--- src/rtl/core/pli_pkg.sv ---
// ----------------------------------------------------------------------------
// pli_pkg
// Shared types and constants for the piecewise linear interpolator: table
// geometry, divider widths, command and result transaction layouts.
// ----------------------------------------------------------------------------
package pli_pkg;

  // Table geometry
  localparam int unsigned MAX_POINTS = 64;
  localparam int unsigned X_BITS     = 16;
  localparam int unsigned ADDR_W     = $clog2(MAX_POINTS);
  localparam int unsigned N_W        = $clog2(MAX_POINTS + 1);

  // Fixed field widths of the transactions
  localparam int unsigned OPX_W = 16;
  localparam int unsigned IDX_W = 6;
  localparam int unsigned Y_W   = 32;
  localparam int unsigned CNT_W = 7;

  // Divider widths: |dy| magnitude, product, iteration counter
  localparam int unsigned MAG_W  = Y_W + 1;
  localparam int unsigned PROD_W = MAG_W + X_BITS;
  localparam int unsigned DCNT_W = $clog2(MAG_W + 1);

  typedef enum logic {
    OP_LOAD  = 1'b0,
    OP_QUERY = 1'b1
  } op_e;

  typedef struct packed {
    op_e                     operation;
    logic [IDX_W-1:0]        point_index;
    logic [OPX_W-1:0]        point_x;
    logic signed [Y_W-1:0]   point_y;
    logic [OPX_W-1:0]        query_x;
  } cmd_t;

  typedef struct packed {
    logic signed [Y_W-1:0]   value;
    logic [CNT_W-1:0]        segment;
  } res_t;

  // One stored breakpoint
  typedef struct packed {
    logic [X_BITS-1:0]       x;
    logic [Y_W-1:0]          y;
  } entry_t;

  localparam int unsigned ENTRY_W = X_BITS + Y_W;

endpackage

--- src/rtl/core/pli_div.sv ---
// ----------------------------------------------------------------------------
// pli_div
// Scaled quotient unit: floor(mag * dq / dx) with dq < dx. A multiply
// step, then a restoring divider producing one quotient bit per cycle.
// ----------------------------------------------------------------------------
module pli_div (
  input  logic                              clk_i,
  input  logic                              rst_ni,
  input  logic                              start_i,
  input  logic [pli_pkg::MAG_W-1:0]         mag_i,
  input  logic [pli_pkg::X_BITS-1:0]        dq_i,
  input  logic [pli_pkg::X_BITS-1:0]        dx_i,
  output logic                              done_o,
  output logic [pli_pkg::MAG_W-1:0]         quo_o
);
  import pli_pkg::*;

  localparam logic [1:0] D_IDLE = 2'd0;
  localparam logic [1:0] D_MUL  = 2'd1;
  localparam logic [1:0] D_RUN  = 2'd2;

  logic [1:0]        state_q, state_d;
  logic [DCNT_W-1:0] cnt_q, cnt_d;
  logic              done_q, done_d;
  logic [MAG_W-1:0]  a_q;
  logic [X_BITS-1:0] b_q, dx_q;
  logic [MAG_W-1:0]  pq_q, pq_d;
  logic [X_BITS-1:0] rem_q, rem_d;
  logic [PROD_W-1:0] prod;
  logic [X_BITS:0]   rem2, rem_sub;
  logic              ge;

  // Product of magnitude and offset; upper part is below dx since dq < dx
  assign prod = PROD_W'(a_q) * PROD_W'(b_q);

  // One restoring step: shift in the next dividend bit, subtract if it fits
  assign rem2    = {rem_q, pq_q[MAG_W-1]};
  assign ge      = rem2 >= {1'b0, dx_q};
  assign rem_sub = rem2 - {1'b0, dx_q};

  always_comb begin
    state_d = state_q;
    cnt_d   = cnt_q;
    done_d  = 1'b0;
    pq_d    = pq_q;
    rem_d   = rem_q;
    case (state_q)
      D_IDLE: begin
        if (start_i) begin
          state_d = D_MUL;
        end
      end
      D_MUL: begin
        pq_d    = prod[MAG_W-1:0];
        rem_d   = prod[PROD_W-1:MAG_W];
        cnt_d   = DCNT_W'(MAG_W);
        state_d = D_RUN;
      end
      D_RUN: begin
        pq_d  = {pq_q[MAG_W-2:0], ge};
        rem_d = ge ? rem_sub[X_BITS-1:0] : rem2[X_BITS-1:0];
        cnt_d = cnt_q - DCNT_W'(1);
        if (cnt_q == DCNT_W'(1)) begin
          done_d  = 1'b1;
          state_d = D_IDLE;
        end
      end
      default: begin
        state_d = D_IDLE;
      end
    endcase
  end

  // Control registers
  always_ff @(posedge clk_i or negedge rst_ni) begin
    if (!rst_ni) begin
      state_q <= D_IDLE;
      cnt_q   <= '0;
      done_q  <= 1'b0;
    end else begin
      state_q <= state_d;
      cnt_q   <= cnt_d;
      done_q  <= done_d;
    end
  end

  // Datapath registers
  always_ff @(posedge clk_i) begin
    if (state_q == D_IDLE && start_i) begin
      a_q  <= mag_i;
      b_q  <= dq_i;
      dx_q <= dx_i;
    end
    pq_q  <= pq_d;
    rem_q <= rem_d;
  end

  assign done_o = done_q;
  assign quo_o  = pq_q;

endmodule
--- config.mk ---
export PLATFORM = sky130hd
export DESIGN_NAME = pli_div
export DESIGN_NICKNAME = d
export VERILOG_FILES = /design/src/rtl/core/pli_pkg.sv /design/src/rtl/core/pli_div.sv
export SDC_FILE = /design/constraint.sdc
export NUM_CORES = 1
export LEC_CHECK = 0
export ABC_AREA = 0
export BUFFER_PORTS_ARGS = -buffer_cell sky130_fd_sc_hd__buf_2
export CAP_MARGIN = 30
export CELL_PAD_IN_SITES_DETAIL_PLACEMENT = 1
export CELL_PAD_IN_SITES_GLOBAL_PLACEMENT = 1
export CORE_ASPECT_RATIO = 0.8
export CORE_MARGIN = 1.5
export CORE_UTILIZATION = 50
export CTS_CLUSTER_SIZE = 40
export DETAILED_ROUTE_END_ITERATION = 8
export GPL_ROUTABILITY_DRIVEN = 0
export GPL_TIMING_DRIVEN = 0
export PLACE_DENSITY = 0.8
export SKIP_CTS_REPAIR_TIMING = 1
export SYNTH_ARGS = -nofsm -noshare
export SYNTH_HDL_FRONTEND = slang
export SYNTH_SLANG_ARGS = --single-unit
--- constraint.sdc ---
create_clock -name clk_i -period 9.35 [get_ports clk_i]
set_input_delay 1.87 -clock clk_i [delete_from_list [all_inputs] [get_ports clk_i]]
set_output_delay 1.87 -clock clk_i [all_outputs]
set_load 0.005 [all_outputs]
Word-level counts from Yosys, hierarchy flattened
Cells that the tools add are included.
W data, S select, Z words.
Operators by class
  $add $sub $neg: 2
  reduce and logical (&&, ||, !) cells: 4
  multiplexer cells: 9
  order comparisons: 1
  multiply operators: 1
  eq/ne operators: 5
Operators with widths (count)
  $pmux W33 S2: 1
  $mul A33 B16 Y49: 1
  $pmux W16 S2: 1
  $ge A17 B16 Y1: 1
  $mux W16: 1
  $sub A16 B16 Y16: 1
  $pmux W6 S2: 1
  $eq A6 B1 Y1 const B: 1
  $pmux W2 S3: 1
  $sub A6 B1 Y6 const B: 1
  $mux W2: 2
  $ne A2 B2 Y1 const B: 2
  $eq A2 B1 Y1 const B: 1
  $eq A2 B2 Y1 const B: 1
  $logic_not A2 Y1: 1
  $mux W1: 2
  $reduce_and A2 Y1: 1
  $reduce_bool A2 Y1: 1
  $logic_and A1 B1 Y1: 1
Storage, ports and cells
  bits of input ports: 68
  bits in registers: 123

Logic depth before layout (Yosys ltp)
  depth after elaboration: 3
  depth in mapped cells: 25
  gate-level depth less buffers: 23

Least setup slack after synthesis
No wires, ideal clock.
  path kind: reg2reg
  start: register b_q[4]
  end: register rem_q[6], data pin
  cell stages (with the launch flop): 24
  arrival time: 5769 ps
  period minus slack after synthesis: 6036 ps
  library setup time: 267 ps
  setup slack: 3314 ps
  path buffers: 2
  required time: 9083 ps
  path through: edfxtp_1 > clkbuf_1 > and2_1 > fa_1 > inv_1 > fa_1 > fa_1 > inv_1 > fa_1 > fa_1 > inv_1 > fa_1 > inv_1 > ha_1 > buf_2 > a21o_1 > a21o_1 > a21oi_1 > nor2b_1 > a32oi_1 > a221o_1 > a31oi_1 > xor2_1 > o21ai_1
Between the ends
  cells in the longest elaborated chain, start to end: 2
RTL lines
  from (decl): line pli_div.sv:26  | logic [X_BITS-1:0] b_q, dx_q;
  from (signal assigned): line pli_div.sv:91  | b_q <= dq_i;
  $mul A33 B16 Y49: line pli_div.sv:34  | assign prod = PROD_W'(a_q) * PROD_W'(b_q);
  $pmux W16 S2: line pli_div.sv:47  | case (state_q)
  named net rem_d[6]: line pli_div.sv:28  | logic [X_BITS-1:0] rem_q, rem_d;
  to (signal assigned): line pli_div.sv:95  | rem_q <= rem_d;
  to (decl): line pli_div.sv:28
The timed path passes the listed nets, and every way through them passes these cells.
A chain may end at the register's enable or synchronous reset.

Final worst setup path
  start: register b_q[10]
  end: register rem_q[13], data pin
The elaborated chain is that of the path after synthesis.

==> impl_metrics.json <==
{
  "drive_gt1_share_pct": 6.50,
  "synth_area_um2": 21900,
  "cap_violations": 0,
  "numCtsBuffers": 17,
  "clock_path_buffers": 2,
  "cts.sink_count": 123,
  "seq_area_frac_synth_pct": 16.7,
  "rsz0062_at_grt": "false",
  "critPathSlowestCell": "clkbuf_1",
  "crit_path_cell_trace": "clkbuf_1 -> nand2_1 -> fa_1 -> inv_1 -> fa_1 -> fa_1 -> fa_1 -> fa_1 -> inv_1 -> fa_1 -> inv_1 -> ha_1 -> buf_2 -> and3_1 -> or3b_1 -> a211oi_1 -> o2111ai_1 -> a31oi_1 -> xnor2_1 -> mux2i_1",
  "crit_end": "rem_q[13]",
  "worst_r2r_path_depth": 20,
  "path_clk_slew_ns": 0.07,
  "fp.dieW_um": 237,
  "max_slew_margin_pct": 33.1,
  "num_rows": 68,
  "crit_path_frequent_cell": "fa_1",
  "vias": 17200,
  "multi_input_area_um2": 16100,
  "crit_arrival_ns": 7.91,
  "hold_viol": 0,
  "nFillCells": 4989,
  "drt.antenna.violating_nets": 0,
  "pin_count": 102,
  "antenna_found_initial": 4,
  "syn_nets": 2955,
  "die-area_um2": 45000,
  "drc": 0,
  "syn_to_final_growth_pct": 8.49,
  "routed_wl_mm": 71.8,
  "synth-edff-count": 114,
  "worstPathMaxFanout": 10,
  "placeableCoreArea_um2": 43100,
  "detail_route.first_pass.iterations": 7,
  "cpPeakStageDelay_ns": 0.80,
  "synth-seq-cells": 123,
  "syn_area_per_cell_um2": 9.47,
  "synth_cells": 2311,
  "grt_pass1_wl_mm": 111,
  "end_kind": "flop",
  "nets": 3077,
  "slew_viol_final": 0,
  "grt_pass1_vias": 19200,
  "tritoncts": "yes",
  "worstReg2RegEnd": "rem_q[13]",
  "drt-initial-drc-count": 1175,
  "crit_start": "b_q[10]",
  "start_kind": "flop",
  "cp.required_ns": 9.56,
  "start_util_pct": 50.7,
  "synth_flop_cell": "edfxtp_1",
  "skew_ns": 0.0146,
  "finalSetupTns_ns": 0,
  "seq_area_um2": 3650,
  "async_flop_share_pct": 7.32,
  "io_buffer_count": 101,
  "clock_latency_ns": 0.47,
  "wl_per_cell_um": 23.9,
  "status": "finished clean",
  "holdWs_ns": 0.561,
  "avgViaCountPerCell": 5.71,
  "die_h_um": 190,
  "grt_use_total_pct": 33.3,
  "antenna_cells": 0,
  "grt-ovfl-total": 0,
  "dp.final_hpwl_mm": 59.0,
  "r2r_setup_slack_ns": 1.65,
  "clock.fmax_mhz": 130,
  "grt_max_degree": 50,
  "worstMarginPinSlew_ns": 1.00,
  "worstSetupPathType": "reg2reg",
  "hold_path.class": "reg2reg",
  "setup_viol": 0,
  "period_share_pct": 82.4,
  "htreeDepth": 4,
  "worst_r2r_startpoint": "b_q[10]",
  "synth_cell_type_count": 59,
  "period_needed_ns": 7.70,
  "ys_warn_count": 0,
  "cts_root_buffer": "clkbuf_16"
}
## worst max-delay path: cells and delay by family (launching register included)
kind                       cells  cell delay (ns)
xor gates and xnor gates       1             0.17
buffers and inverters          5             1.13
muxes                          1             0.13
adders and majority gates      7             3.37
DFF                            1             0.72
and+or+nand+nor                3             0.84
AOI/OAI and AO/OA              3             1.07
## worst min-delay path by stage
stage	startpoint	endpoint	slack, ns	depth (start not counted)
4_1_cts	state_q[0]	state_q[0]	0.56	1
6_report	state_q[0]	state_q[0]	0.56	1
5_1_grt	state_q[1]	state_q[1]	0.60	1
3_5_place_dp	state_q[0]	state_q[0]	0.55	1
3_3_place_gp	state_q[0]	state_q[0]	0.52	1
2_1_floorplan	state_q[1]	state_q[1]	0.51	1
## layer usage
metal  vias to the layer above  GRT usage (%)  routed length (um)
li1                       7303              -                   -
met1                      9007           43.3               28700
met2                       671           55.0               34800
met3                       173           6.94                5720
met4                         2           12.9                2610
met5                         -              0                  13
## registers in the layout, summed over array words and instances (netlist names)
name     count
a_q         33
rem_q       16
quo_o       33
cnt_q        6
state_q      2
b_q         16
done_o       1
dx_q        16
## cells by family (layout without fill, tap and decap cells)
family | Yosys count | after routing | synth area share, %
flops | 123 | 123 | 16.7
compound gates | 250 | 250 | 7.21
buf+inv | 566 | 701 | 9.75
mux | 16 | 16 | 0.801
simple gates | 725 | 725 | 15.6
fa+ha+maj | 576 | 576 | 47.8
xor+xnor | 55 | 55 | 2.20
## cell usage in the layout, fill, tap and decap left out, types with 4 or more instances in the layout
| master | synthesis | final |
|---|---|---|
| xor2_1 | 26 | 26 |
| nor2b_1 | 4 | 4 |
| a21o_1 | 26 | 26 |
| o21a_1 | 7 | 7 |
| and3_1 | 7 | 7 |
| xnor2_1 | 29 | 29 |
| dfrtp_1 | 9 | 9 |
| a31oi_1 | 13 | 13 |
| nand3_1 | 13 | 13 |
| mux2i_1 | 4 | 4 |
| a211oi_1 | 10 | 10 |
| nand4_1 | 7 | 7 |
| o211ai_1 | 7 | 7 |
| o21ai_1 | 14 | 14 |
| a21oi_1 | 69 | 69 |
| buf_2 | 2 | 103 |
| nor2_1 | 43 | 43 |
| inv_6 | 0 | 5 |
| clkbuf_16 | 0 | 17 |
| clkbuf_1 | 98 | 98 |
| nor3_1 | 10 | 10 |
| edfxtp_1 | 114 | 114 |
| fa_1 | 433 | 433 |
| mux2_2 | 9 | 9 |
| nor4_1 | 4 | 4 |
| o21ai_0 | 60 | 60 |
| ha_1 | 143 | 142 |
| nand2_1 | 399 | 399 |
| inv_1 | 464 | 464 |
| o21bai_1 | 12 | 12 |
| nand2b_1 | 6 | 6 |
| and2_1 | 225 | 224 |
## final cells by class
class | count | area share (%)
Buffer | 101 | 1.64
Clock buffer | 18 | 1.85
Clock inverter | 14 | 0.669
Inverter | 465 | 7.35
Multi-Input combinational cell | 1622 | 67.8
Sequential cell | 123 | 15.4
Tap cell | 560 | 2.95
Timing Repair Buffer | 103 | 2.33
## cells in the mapped netlist (all sizes together) (2+ instances only)
| cell type | n | share of area, % |
|---|---|---|
| inv | 464 | 8.0 |
| fa | 433 | 40 |
| nand2 | 399 | 6.8 |
| and2 | 225 | 6.4 |
| ha | 143 | 8.2 |
| edfxtp | 114 | 16 |
| clkbuf | 98 | 1.7 |
| o21ai | 74 | 1.7 |
| a21oi | 71 | 1.7 |
| nor2 | 43 | 0.74 |
| xnor2 | 29 | 1.2 |
| a21o | 26 | 0.89 |
| xor2 | 26 | 1.0 |
| a31oi | 13 | 0.37 |
| nand3 | 13 | 0.30 |
| o21bai | 13 | 0.46 |
| mux2 | 12 | 0.62 |
| a211oi | 10 | 0.34 |
| nor3 | 10 | 0.23 |
| dfrtp | 9 | 1.0 |
| o211ai | 8 | 0.30 |
| and3 | 7 | 0.20 |
| nand4 | 7 | 0.20 |
| o21a | 7 | 0.24 |
| nand2b | 6 | 0.17 |
| mux2i | 4 | 0.18 |
| nor2b | 4 | 0.11 |
| nor4 | 4 | 0.11 |
| o31ai | 4 | 0.16 |
| a221o | 3 | 0.14 |
| a2bb2oi | 3 | 0.12 |
| a41oi | 3 | 0.21 |
| buf | 3 | 0.097 |
| o2111ai | 3 | 0.12 |
| a21boi | 2 | 0.069 |
| nand3b | 2 | 0.069 |
| o41ai | 2 | 0.080 |
| or2 | 2 | 0.057 |
## per-stage QoR
step                      instances  utilization (%)  setup slack [ns]  instance area (um^2)
after floorplan                2311                -              3.31                 21900
after detailed placement       2974             53.6              1.79                 23100
after global routing           3006             55.0              1.44                 23700
after CTS                      3006             55.0              1.76                 23700
after global placement         2972             53.5              1.98                 23100
final                          3006             55.0              1.65                 23700
Power is left out: the tool's default activity adds up to more than one toggle a clock period on the data nets, which glitch-free logic cannot reach.
