==> src/rtl/core/pli_ram.sv <==
// ----------------------------------------------------------------------------
// pli_ram
// Generic single-write, single-read RAM with registered read data.
// ----------------------------------------------------------------------------
module pli_ram #(
  parameter int unsigned WIDTH = 8,
  parameter int unsigned DEPTH = 16
) (
  input  logic                     clk_i,
  input  logic                     we_i,
  input  logic [$clog2(DEPTH)-1:0] waddr_i,
  input  logic [WIDTH-1:0]         wdata_i,
  input  logic                     re_i,
  input  logic [$clog2(DEPTH)-1:0] raddr_i,
  output logic [WIDTH-1:0]         rdata_o
);

  logic [WIDTH-1:0] mem_q [DEPTH];
  logic [WIDTH-1:0] rdata_q;

  // Write port
  always_ff @(posedge clk_i) begin
    if (we_i) begin
      mem_q[waddr_i] <= wdata_i;
    end
  end

  // Registered read port
  always_ff @(posedge clk_i) begin
    if (re_i) begin
      rdata_q <= mem_q[raddr_i];
    end
  end

  assign rdata_o = rdata_q;

endmodule

==> config.mk <==
export PLATFORM = sky130hd
export DESIGN_NAME = pli_ram
export DESIGN_NICKNAME = d
export VERILOG_FILES = /design/src/rtl/core/pli_ram.sv
export SDC_FILE = /design/constraint.sdc
export NUM_CORES = 1
export LEC_CHECK = 0
export BUFFER_PORTS_ARGS = -buffer_cell sky130_fd_sc_hd__buf_2
export CAP_MARGIN = 20
export CORE_MARGIN = 4
export CORE_UTILIZATION = 40
export CTS_BUF_LIST = sky130_fd_sc_hd__clkbuf_4 sky130_fd_sc_hd__clkbuf_8
export DETAILED_ROUTE_END_ITERATION = 8
export SLEW_MARGIN = 20
export SYNTH_ARGS = -nofsm -noshare
export SYNTH_HDL_FRONTEND = slang
export SYNTH_SLANG_ARGS = --single-unit
==> constraint.sdc <==
create_clock -name clk_i -period 2.2 [get_ports clk_i]
set_input_delay 0.22 -clock clk_i [delete_from_list [all_inputs] [get_ports clk_i]]
set_output_delay 0.22 -clock clk_i [all_outputs]
set_load 0.05 [all_outputs]
======== Word-level counts from Yosys, hierarchy flattened ========
Memories as Yosys holds them, arrays and structs flattened. A register that Yosys moved wholly into a read port is not among the register bits.
Cells that the tools add are included.
word-level totals
  output and inout port bits .............. 8
  memory bits (read-only) ................. 0
  memories kept ........................... 1
  bits in registers ....................... 0
  bits of input ports ..................... 19
  bits in latches ......................... 0
  bits in writable memories ............... 128
  logic and storage cells ................. 3
memory list
  name   depth  width  read ports  clocked after memory_dff  write ports  RTL line  source
  mem_q  16     8      1           1                         1            18        logic [WIDTH-1:0] mem_q [DEPTH];
cells by class
  equal/unequal tests ..................... 0
  magnitude comparators ................... 0
  bitwise gates (word level) .............. 0
  divide/modulo/power cells ............... 0
  multipliers ............................. 0
  mux-type cells .......................... 2
  add/subtract/negate cells ............... 0
  shift-type cells ........................ 0
  reductions and logical operators ........ 0
operators with widths
  cell     count
  $mux W1  2

======== Logic depth before layout (Yosys ltp) ========
Gate-level depths: netlist (run 1).
  depth after elaboration ................. 2
  mapped depth ............................ 5
  depth with buffers taken out ............ 3

======== Worst setup path after synthesis (run 1) ========
OpenSTA, ideal clock, no wires.
  kind .................................... input to register
  start point ............................. input waddr_i[2]
  end point ............................... memory mem_q[0][0] (enable)
  arrival ................................. 1330 ps
  setup time .............................. 383 ps
  path slack .............................. 487 ps
  path buffers ............................ 0
  required time ........................... 1817 ps
  cell stages on the path ................. 2
  path through ............................ or3b_2 nor3_1
RTL lines
  item         RTL line  source
  from (decl)  11        input logic [$clog2(DEPTH)-1:0] waddr_i,
  to (decl)    18
Straight into the memory's write port.

==> reports/results.txt, run 1 <==
Final Skew -> 0.00562 ns
Finished Cell Area -> 0.00609 mm2
#FFs+latches synth -> 136
Detailed Routing Iterations Pass 1 -> 5
Crit. End Element -> register
Final Core Density -> 47.9%
library cells used by synthesis -> 18
WP buf/inv -> 0
delay-heaviest family, CP -> multiplexers
antenna diode count -> 0
remaining antenna violation count -> 0
Fmax achieved -> 650 MHz
nets -> 303
dpl cell area -> 0.00565 mm2
Slew Viols, Final -> 0
Seq/Total Area, Yosys -> 78.1%
crit-path cells -> mux4_1 -> a22oi_1 -> nand2_1
Cell Pwr Density -> 900 mW/mm2
row count -> 41
Synth Area in Compound Gates -> 2.30%
Layout area overhead -> 16.5%
DR vias/cell -> 5.24
final hold slack -> 0.170 ns
Total GRT Usage -> 14.9%
CTS tree -> done
Synth Area in XOR/XNOR -> 0%
sink of the worst hold path -> mem_q[7][5]$_DFFE_PP_
Post-CTS Setup Bufs -> 0
reg2reg setup slack -> 0.66 ns
Fin. Hold Viols -> 0
Die Area -> 0.0150 mm2
Slew headroom -> 50.6%
Routed Wire Length -> 10.1 mm
Iteration-0 DRC Markers -> 184
min-delay src -> wdata_i[5]
Clock Tree Buf Depth -> 2
pin count of the biggest net entering global routing -> 33
R2R Path End -> rdata_o[2]$_DFFE_PP_
clk sinks -> 136
initial antenna violation count -> 0
IO buf count -> 26
vias in the first global route -> 2612
Setup TNS Final -> 0 ns
Hold Crit Class -> input pin to register
mux contribution to synthesized area -> 14.8%
Pwr Total -> 5480 uW
period utilisation layout -> 69.9%
Synth Area in Simple Gates -> 3.14%
worst hold stages -> 1
critical path fanouts, max -> 1
Period minus WS final -> 1.54 ns
via count -> 2457
run status -> complete, no violations
hpwl dp -> 6.42 mm
syn nets -> 248
Core Area -> 0.0127 mm2
die extent in x -> 122 um
Reg clk slew, reported paths -> 0.07 ns
drt wl/cell -> 21.6 um
Worst path slowest cell -> mux4_1
worst skew pair latency -> 0.43 ns
synthesized cell area -> 0.00523 mm2
CTS HTree Levels -> 4
largest family of logic cells by synthesized area -> multiplexers
# setup viols final -> 0
number of CTS-inserted buffers -> 17
first-pass GRT wire length -> 15.6 mm
io pins -> 27
Post-Synth Adder-Cell Area -> 0%
Mapped Cells -> 229
# DRC -> 0
Worst-Margin Slew -> 0.738 ns
Die Ht -> 122 um
RSZ-0062 raised after global routing -> no
Yosys warnings -> 0
grt ovf -> 0
Hold Buf Count CTS -> 0
Mapped Avg Cell Area -> 22.8 um2
leak pwr -> 0.00204 uW
CP Launch Type -> register
slowest stage delay, CP -> 0.49 ns
RD Place Congestion -> 0.695
root buf cell -> clkbuf_8
layout cells sized above 1 -> 31.6%
CP Data Required Time -> 2.37 ns
Arrival @ worst endpoint -> 1.71 ns
initial core utilization -> 41.1%
Post-CTS Resized -> 0
reg2reg start -> mem_q[0][2]$_DFFE_PP_
Layout fillers -> 1101
Worst VDD drop -> 421 uV
critical path class -> register to register
Max-cap violations -> 0
cells on worst reg2reg path -> 3
## kinds of logic after synthesis
| logic type | count (synthesis) |
|---|---|
| buf+inv | 10 |
| simple gates | 35 |
| flops | 136 |
| compound gates | 16 |
| mux | 32 |
## metrics by stage
step,instances,setup WS (ns)
after floorplan,229,0.487
after global placement,437,0.303
after detailed placement,437,0.303
after CTS,469,0.647
after global routing,469,0.585
final,469,0.663
## placed cells by master, fill, tap and decap left out
master	netlist	routed
nor2_1	13	13
clkinv_1	0	3
clkinv_2	0	4
buf_4	1	19
clkinvlp_4	0	1
buf_2	3	26
a22oi_1	16	16
nor2b_1	1	1
nand3_1	1	1
mux4_1	14	14
buf_12	0	1
nand2b_1	2	2
edfxtp_1	136	136
clkinv_4	0	1
mux4_2	18	18
bufinv_16	0	5
clkbuf_8	0	17
nand2_1	9	9
nand3b_1	2	2
nor3_1	4	4
or3b_2	1	1
inv_6	0	1
and2b_1	1	1
and2_1	1	1
## worst reg2reg max path: stages, from the launching register on
cell and delay [ns]:
edfxtp_1 0.36, mux4_1 0.49, a22oi_1 0.35, nand2_1 0.09
## cell usage after synthesis, drive strengths merged
master         count  area share [%]
nand2b             2            0.24
buf                7             1.1
edfxtp           136              78
mux4              32              15
nor2              13            0.93
or3b               1            0.17
clkdlybuf4s25      3            0.57
nor3               4            0.38
nand3b             2            0.29
nand3              1           0.096
and2b              1            0.14
nand2              9            0.65
a22oi             16             2.3
and2               1            0.12
nor2b              1            0.12
## final cells by class
type / instances / area [um2] / share of cell area, %
well taps: 172 / 215 / 3.53
flip-flops and latches: 136 / 4080 / 67.1
multi-input cells: 83 / 1060 / 17.4
clock buffers: 17 / 234 / 3.84
repair buffers: 46 / 293 / 4.81
clock inverters: 15 / 206 / 3.39
## how the worst max path moves through the flow
stage                       endpoint  slack [ns]             startpoint  cells past startpoint
3_5_place_dp    rdata_o[2]$_DFFE_PP_        0.30             raddr_i[0]                      5
2_1_floorplan  mem_q[0][0]$_DFFE_PP_        0.49             waddr_i[2]                      2
3_3_place_gp    rdata_o[3]$_DFFE_PP_        0.30             raddr_i[0]                      5
5_1_grt         rdata_o[2]$_DFFE_PP_        0.59  mem_q[5][2]$_DFFE_PP_                      3
4_1_cts         rdata_o[3]$_DFFE_PP_        0.65  mem_q[1][3]$_DFFE_PP_                      3
6_report        rdata_o[2]$_DFFE_PP_        0.66  mem_q[0][2]$_DFFE_PP_                      3
## registers in the layout (all words and copies together), names as in the netlist
register	count
rdata_o	8
mem_q	128
## metal layers
layer | GRT usage (%) | part of all wire [%] | vias to the layer above
li1 | - | - | 1086
met1 | 20.9 | 44 | 1280
met2 | 22.3 | 48 | 82
met3 | 3.50 | 5.9 | 9
met4 | 6.65 | 1.7 | 0
met5 | 0 | 0 | -
## where the power goes
group / switching, uW / internal, uW / leakage (uW) / total, uW
combinational: 194 / 113 / 0.000584 / 306
clock: 906 / 1330 / 0.000222 / 2240
sequential: 15.9 / 2920 / 0.00124 / 2930
total: 1120 / 4360 / 0.00204 / 5480
Power figures use the tool's default switching activity.
==> run 2, diff against run 1 <==
==> constraint.sdc (replaced) <==
create_clock -name clk_i -period 1.32 [get_ports clk_i]
set_input_delay 0.132 -clock clk_i [delete_from_list [all_inputs] [get_ports clk_i]]
set_output_delay 0.132 -clock clk_i [all_outputs]
set_load 0.05 [all_outputs]
==> run 2 against run 1 <==
Effect of this change:
- the run now ends with setup timing left
- clock skew increased by 0.0036 ns
- largest power group unchanged
- critical path depth unchanged
- clock power rose by 48%
- critical path type unchanged
- worst hold slack worse by 0.073 ns
- combinational power is 82% higher
==> reports/results.txt, run 2 (synthesis gave the netlist of run 1 again) <==
worst skew pair latency -> 0.41 ns (-0.02 ns)
row count -> 41 (unchanged)
nets -> 308 (+1.7%)
Iteration-0 DRC Markers -> 145 (-21%)
critical path class -> register to register
WP buf/inv -> 0 (unchanged)
Worst VDD drop -> 496 uV (+18%)
initial core utilization -> 41.1% (unchanged)
reg2reg start -> mem_q[3][0]$_DFFE_PP_
Detailed Routing Iterations Pass 1 -> 4 (-1)
Slew headroom -> 43.0% (-7.6 points)
Fin. Hold Viols -> 0 (unchanged)
Reg clk slew, reported paths -> 0.07 ns (about the same)
grt ovf -> 0 (unchanged)
pin count of the biggest net entering global routing -> 22 (-33%)
Slew Viols, Final -> 0 (unchanged)
hpwl dp -> 6.43 mm (+0.18%)
Pwr Total -> 8760 uW (+60%)
Cell Pwr Density -> 1440 mW/mm2 (+60%)
max reg flops -> 128 (unchanged)
routing usage on met2 -> 22.4% (+0.10 points)
CTS tree -> done
Worst-Margin Slew -> 0.851 ns (+0.114 ns)
critical path fanouts, max -> 1 (unchanged)
Hold Crit Class -> input pin to register
reg2reg setup slack -> -0.09 ns (-0.75 ns)
CP Launch Type -> register
Arrival @ worst endpoint -> 1.57 ns (-0.14 ns)
remaining antenna violation count -> 0 (unchanged)
Layout area overhead -> 16.6%
most common cell after layout, fill and taps aside -> edfxtp_1
period utilisation layout -> 107% (+37 points)
leak pwr -> 0.00200 uW (-1.9%)
Die Ht -> 122 um (unchanged)
clk sinks -> 136 (unchanged)
Largest Register -> mem_q
R2R Path End -> rdata_o[0]$_DFFE_PP_
Clock Tree Buf Depth -> 2 (unchanged)
met3 Track Usage GR -> 3.69% (+0.18 points)
CP Capture Point -> rdata_o[0]$_DFFE_PP_
post-route worst setup slack -> -0.0875 ns (-0.750 ns)
Fmax achieved -> 710 MHz (+9.2%)
crit-path cells -> mux4_2 -> a22oi_2 -> nand2_1
Worst path slowest cell -> mux4_2
via count -> 2438 (-0.77%)
drt wl/cell -> 21.3 um (-1.1%)
IO buf count -> 26 (unchanged)
Inst Count DP -> 442 (+1.1%)
Final Skew -> 0.00917 ns (+0.00355 ns)
CTS HTree Levels -> 4 (unchanged)
Crit. End Element -> register
delay-heaviest family, CP -> multiplexers
cells on worst reg2reg path -> 3 (unchanged)
number of CTS-inserted buffers -> 17 (unchanged)
# DRC -> 0 (unchanged)
GRT met1 Usage -> 20.8% (-0.072 points)
Max-cap violations -> 0 (unchanged)
Crit path depth -> 3 (unchanged)
antenna diode count -> 0 (unchanged)
initial antenna violation count -> 0 (unchanged)
most frequent cells in the layout -> 136 x edfxtp_1, 32 x mux4_2, 26 x buf_2
io pins -> 27 (unchanged)
Core Area -> 0.0127 mm2 (unchanged)
worst hold stages -> 1 (unchanged)
Routed Wire Length -> 10.1 mm (about the same)
non-filler instance count after layout -> 474 (+1.1%)
CP Data Required Time -> 1.49 ns (-0.88 ns)
vias in the first global route -> 2509 (-3.9%)
DR vias/cell -> 5.14 (-1.8%)
RD Place Congestion -> 0.722 (+3.8%)
slowest stage delay, CP -> 0.49 ns (about the same)
first-pass GRT wire length -> 15.3 mm (-1.9%)
Period minus WS final -> 1.41 ns (-0.130 ns)
failing checks -> setup timing
layout cells sized above 1 -> 41.1% (+9.4 points)
# setup viols final -> 8 (+8)
GR peak layer -> met2
root buf cell -> clkbuf_8
run status -> finished with violations
RSZ-0062 raised after global routing -> yes
Die Area -> 0.0150 mm2 (unchanged)
Critical Path Source -> mem_q[3][0]$_DFFE_PP_
die extent in x -> 122 um (unchanged)
Total GRT Usage -> 14.6% (-0.28 points)
-- run 2: changes by cell type in the layout (fill, tap and decap cells not counted), sizes merged --
cell,before,now
buf,46,51
bufinv,5,3
clkbuf,17,21
clkinvlp,1,0
inv,1,0
-- run 2: how the worst min path moves through the flow --
stage | from | endpoint
2_1_floorplan | wdata_i[0] | mem_q[0][0]$_DFFE_PP_
3_3_place_gp | re_i | rdata_o[7]$_DFFE_PP_
3_5_place_dp | re_i | rdata_o[2]$_DFFE_PP_
4_1_cts | re_i | rdata_o[2]$_DFFE_PP_
5_1_grt | re_i | rdata_o[7]$_DFFE_PP_
6_report | re_i | rdata_o[2]$_DFFE_PP_
-- run 2: what timing repair did --
action | 4_1_cts | 5_1_grt
pin swaps | 5 | 2
resized for setup | 8 | 1
buffers inserted | 0 | 0
setup endpoints to repair | 8 | 8
hold buffers | 0 | 0
-- run 2: area by class of cell --
| cell class | instances | area, um2 |
|---|---|---|
| fill | 1089 | 6630 |
| sequential | 136 | 4080 |
| multi-input combinational | 83 | 1060 |
| timing repair buffer | 51 | 343 |
| clock buffer | 21 | 264 |
| tap | 172 | 215 |
| clock inverter | 11 | 130 |
-- run 2: power by group --
part	internal, uW	leakage [uW]	switching, uW
Combinational	215	0.000560	341
Clock	1920	0.000207	1400
Sequential	4860	0.00124	26.0
-- run 2: worst register-to-register path: cells and delay by family, from the launching register on --
kind | cells | cell delay [ns]
compound gates | 1 | 0.22
mux | 1 | 0.49
simple gates | 1 | 0.09
flops | 1 | 0.37
-- run 2: per-layer routing --
layer  part of all wire (%)  vias up
li1                       -     1084
met1                     45     1279
met2                     48       69
met3                    5.9        6
met4                    1.0        0
met5                      0        -
-- run 2: per-stage QoR --
stage | cell area [um2] | setup TNS (ns) | hold WS, ns | util (%) | setup slack, ns
after floorplan | 5230 | -2.45 | 0.231 | - | -0.0781
after global placement | 5670 | -4.40 | 0.516 | 44.5 | -0.399
after detailed placement | 5670 | -4.82 | 0.526 | 44.5 | -0.412
after CTS | 6090 | -0.670 | 0.0758 | 47.9 | -0.122
after global routing | 6100 | -0.910 | 0.0741 | 47.9 | -0.151
final | 6100 | -0.485 | 0.0968 | 47.9 | -0.0875
==> run 3, diff against run 2 <==
--- a/config.mk
+++ b/config.mk
@@ -11,6 +11,7 @@
 export CORE_UTILIZATION = 40
 export CTS_BUF_LIST = sky130_fd_sc_hd__clkbuf_4 sky130_fd_sc_hd__clkbuf_8
 export DETAILED_ROUTE_END_ITERATION = 8
+export PLACE_DENSITY_LB_ADDON = 0.2
 export SLEW_MARGIN = 20
 export SYNTH_ARGS = -nofsm -noshare
 export SYNTH_HDL_FRONTEND = slang
==> run 3 against run 2 <==
Effect of this change:
- largest cell class unchanged
- die area stayed put
- clock skew barely moved
- total power increased by 3.0%
- first-iteration DRC count increased by 14%
- via count is 0.41% higher
- final cell count rose by 1.3%
- sequential share of layout area is 1.3 points lower
- the flow still finishes with violations (setup timing)
- sequential power barely moved
- clock-buffer cell count shrank 4
==> reports/results.txt, run 3 (synthesis gave the netlist of run 1 again) <==
run status -> finished with violations
failing checks -> setup timing
Post-CTS Setup Bufs -> 0 (unchanged)
met3 WL -> 464 um (-22%)
leak pwr -> 0.00205 uW (+2.3%)
Routed Wire Length -> 10.4 mm (+2.6%)
Hold Crit Class -> input pin to register
Core Area -> 0.0127 mm2 (unchanged)
hpwl dp -> 6.89 mm (+7.2%)
most frequent cells in the layout -> 136 x edfxtp_1, 31 x mux4_2, 26 x buf_2, 26 x buf_4, 17 x clkbuf_8
dpl cell area -> 0.00576 mm2 (+1.6%)
# setup viols final -> 8 (unchanged)
Fmax achieved -> 707 MHz (-0.50%)
Period minus WS final -> 1.41 ns (+0.00711 ns)
vias in the first global route -> 2536 (+1.1%)
antenna diode count -> 0 (unchanged)
period utilisation layout -> 107% (+0.54 points)
# DRC -> 0 (unchanged)
initial antenna violation count -> 0 (unchanged)
Post-Route M1 WL -> 4.43 mm (-2.2%)
Arrival @ worst endpoint -> 1.60 ns (+0.03 ns)
Hold Buf Count CTS -> 0 (unchanged)
via count -> 2448 (+0.41%)
remaining antenna violation count -> 0 (unchanged)
RD Place Congestion -> 0.732 (+1.4%)
Cell Pwr Density -> 1450 mW/mm2 (+1.0%)
Layout fillers -> 1088 (-0.092%)
critical path class -> register to register
critical path fanouts, max -> 1 (unchanged)
Pwr Total -> 9030 uW (+3.0%)
most common cell after layout, fill and taps aside -> edfxtp_1
root buf cell -> clkbuf_8
Clock Tree Buf Depth -> 2 (unchanged)
nets -> 314 (+1.9%)
max reg flops -> 128 (unchanged)
drt wl/cell -> 21.6 um (+1.4%)
Finished Cell Area -> 0.00622 mm2 (+2.0%)
Total GRT Usage -> 15.3% (+0.65 points)
Max-cap violations -> 0 (unchanged)
row count -> 41 (unchanged)
Final Skew -> 0.00880 ns (-0.000377 ns)
initial core utilization -> 41.1% (unchanged)
Crit. End Element -> register
Detailed Routing Iterations Pass 1 -> 4 (unchanged)
Slew Viols, Final -> 0 (unchanged)
Die Ht -> 122 um (unchanged)
wire length on met2 -> 5.36 mm (+9.6%)
Die Area -> 0.0150 mm2 (unchanged)
area of the multi-input gates -> 0.00107 mm2 (+1.3%)
Worst-Margin Slew -> 0.985 ns (+0.134 ns)
Slew headroom -> 34.1% (-9.0 points)
io pins -> 27 (unchanged)
layout cells sized above 1 -> 42.9% (+1.8 points)
DR vias/cell -> 5.10 (-0.84%)
die extent in x -> 122 um (unchanged)
Setup TNS Final -> -0.473 ns (+0.0114 ns)
first-pass GRT wire length -> 15.7 mm (+2.9%)
worst skew pair latency -> 0.43 ns (+0.02 ns)
Layout area overhead -> 18.9%
Reg clk slew, reported paths -> 0.08 ns (about the same)
Worst VDD drop -> 574 uV (+16%)
CTS tree -> done
post-route worst setup slack -> -0.0946 ns (-0.00711 ns)
CP Launch Type -> register
grt ovf -> 0 (unchanged)
CP Data Required Time -> 1.50 ns (about the same)
reg2reg setup slack -> -0.09 ns (about the same)
clk sinks -> 136 (unchanged)
top layer in use -> met4
Largest Register -> mem_q
Fin. Hold Viols -> 0 (unchanged)
number of CTS-inserted buffers -> 17 (unchanged)
Iteration-0 DRC Markers -> 166 (+14%)
RSZ-0062 raised after global routing -> yes
register area -> 0.00408 mm2 (unchanged)
IO buf count -> 26 (unchanged)
pin count of the biggest net entering global routing -> 17 (-23%)
CTS HTree Levels -> 4 (unchanged)
==> run 3: cell types whose count changed in the layout (fill, tap and decap cells not counted), sizes merged <==
cell / change
buf: +6
clkbuf: -4
clkinvlp: +3
bufinv: +1
==> run 3: final cells by class <==
cell class | count | share of cell area (%)
sequential | 136 | 65.7
multi-input combinational | 83 | 17.3
timing repair buffer | 57 | 6.84
clock buffer | 17 | 3.76
tap | 172 | 3.46
clock inverter | 15 | 2.96
==> run 3: critical path, cell delays in order, from the launching register on <==
cell and delay [ns]:
edfxtp_1 0.39, mux4_2 0.50, a22oi_2 0.19, nand2_1 0.10
==> run 3: metrics by stage <==
stage	setup slack, ns	util (%)	hold slack, ns	std cells
floorplan	-0.0781	-	0.231	229
global placement	-0.358	45.2	0.523	449
detailed placement	-0.353	45.2	0.520	449
CTS	-0.115	48.7	0.0405	480
global route	-0.146	48.9	0.0338	480
finish	-0.0946	48.9	0.0737	480
==> run 3: final timing paths <==
kind / start / depth (start not counted) / end
worst max register to register: mem_q[10][0]$_DFFE_PP_ / 3 / rdata_o[0]$_DFFE_PP_
worst min register to register: mem_q[15][3]$_DFFE_PP_ / 3 / rdata_o[3]$_DFFE_PP_
worst max-delay path: mem_q[10][0]$_DFFE_PP_ / 3 / rdata_o[0]$_DFFE_PP_
worst min-delay path: re_i / 1 / rdata_o[1]$_DFFE_PP_
==> run 3: layer usage <==
layer / vias up / track usage (%)
met5: - / 0
met4: 0 / 5.67
met3: 7 / 4.29
met2: 57 / 24.1
met1: 1285 / 20.3
li1: 1099 / -
==> run 3: power by group <==
group	switching (uW)	internal [uW]	total [uW]
combinational	346	239	586
clock	1530	2030	3550
sequential	27.4	4860	4890
total	1900	7130	9030
==> run 3: what timing repair did <==
item                       4_1_cts  5_1_grt
pin swaps                        4        1
setup endpoints to repair        8        8
resized for setup                7        3
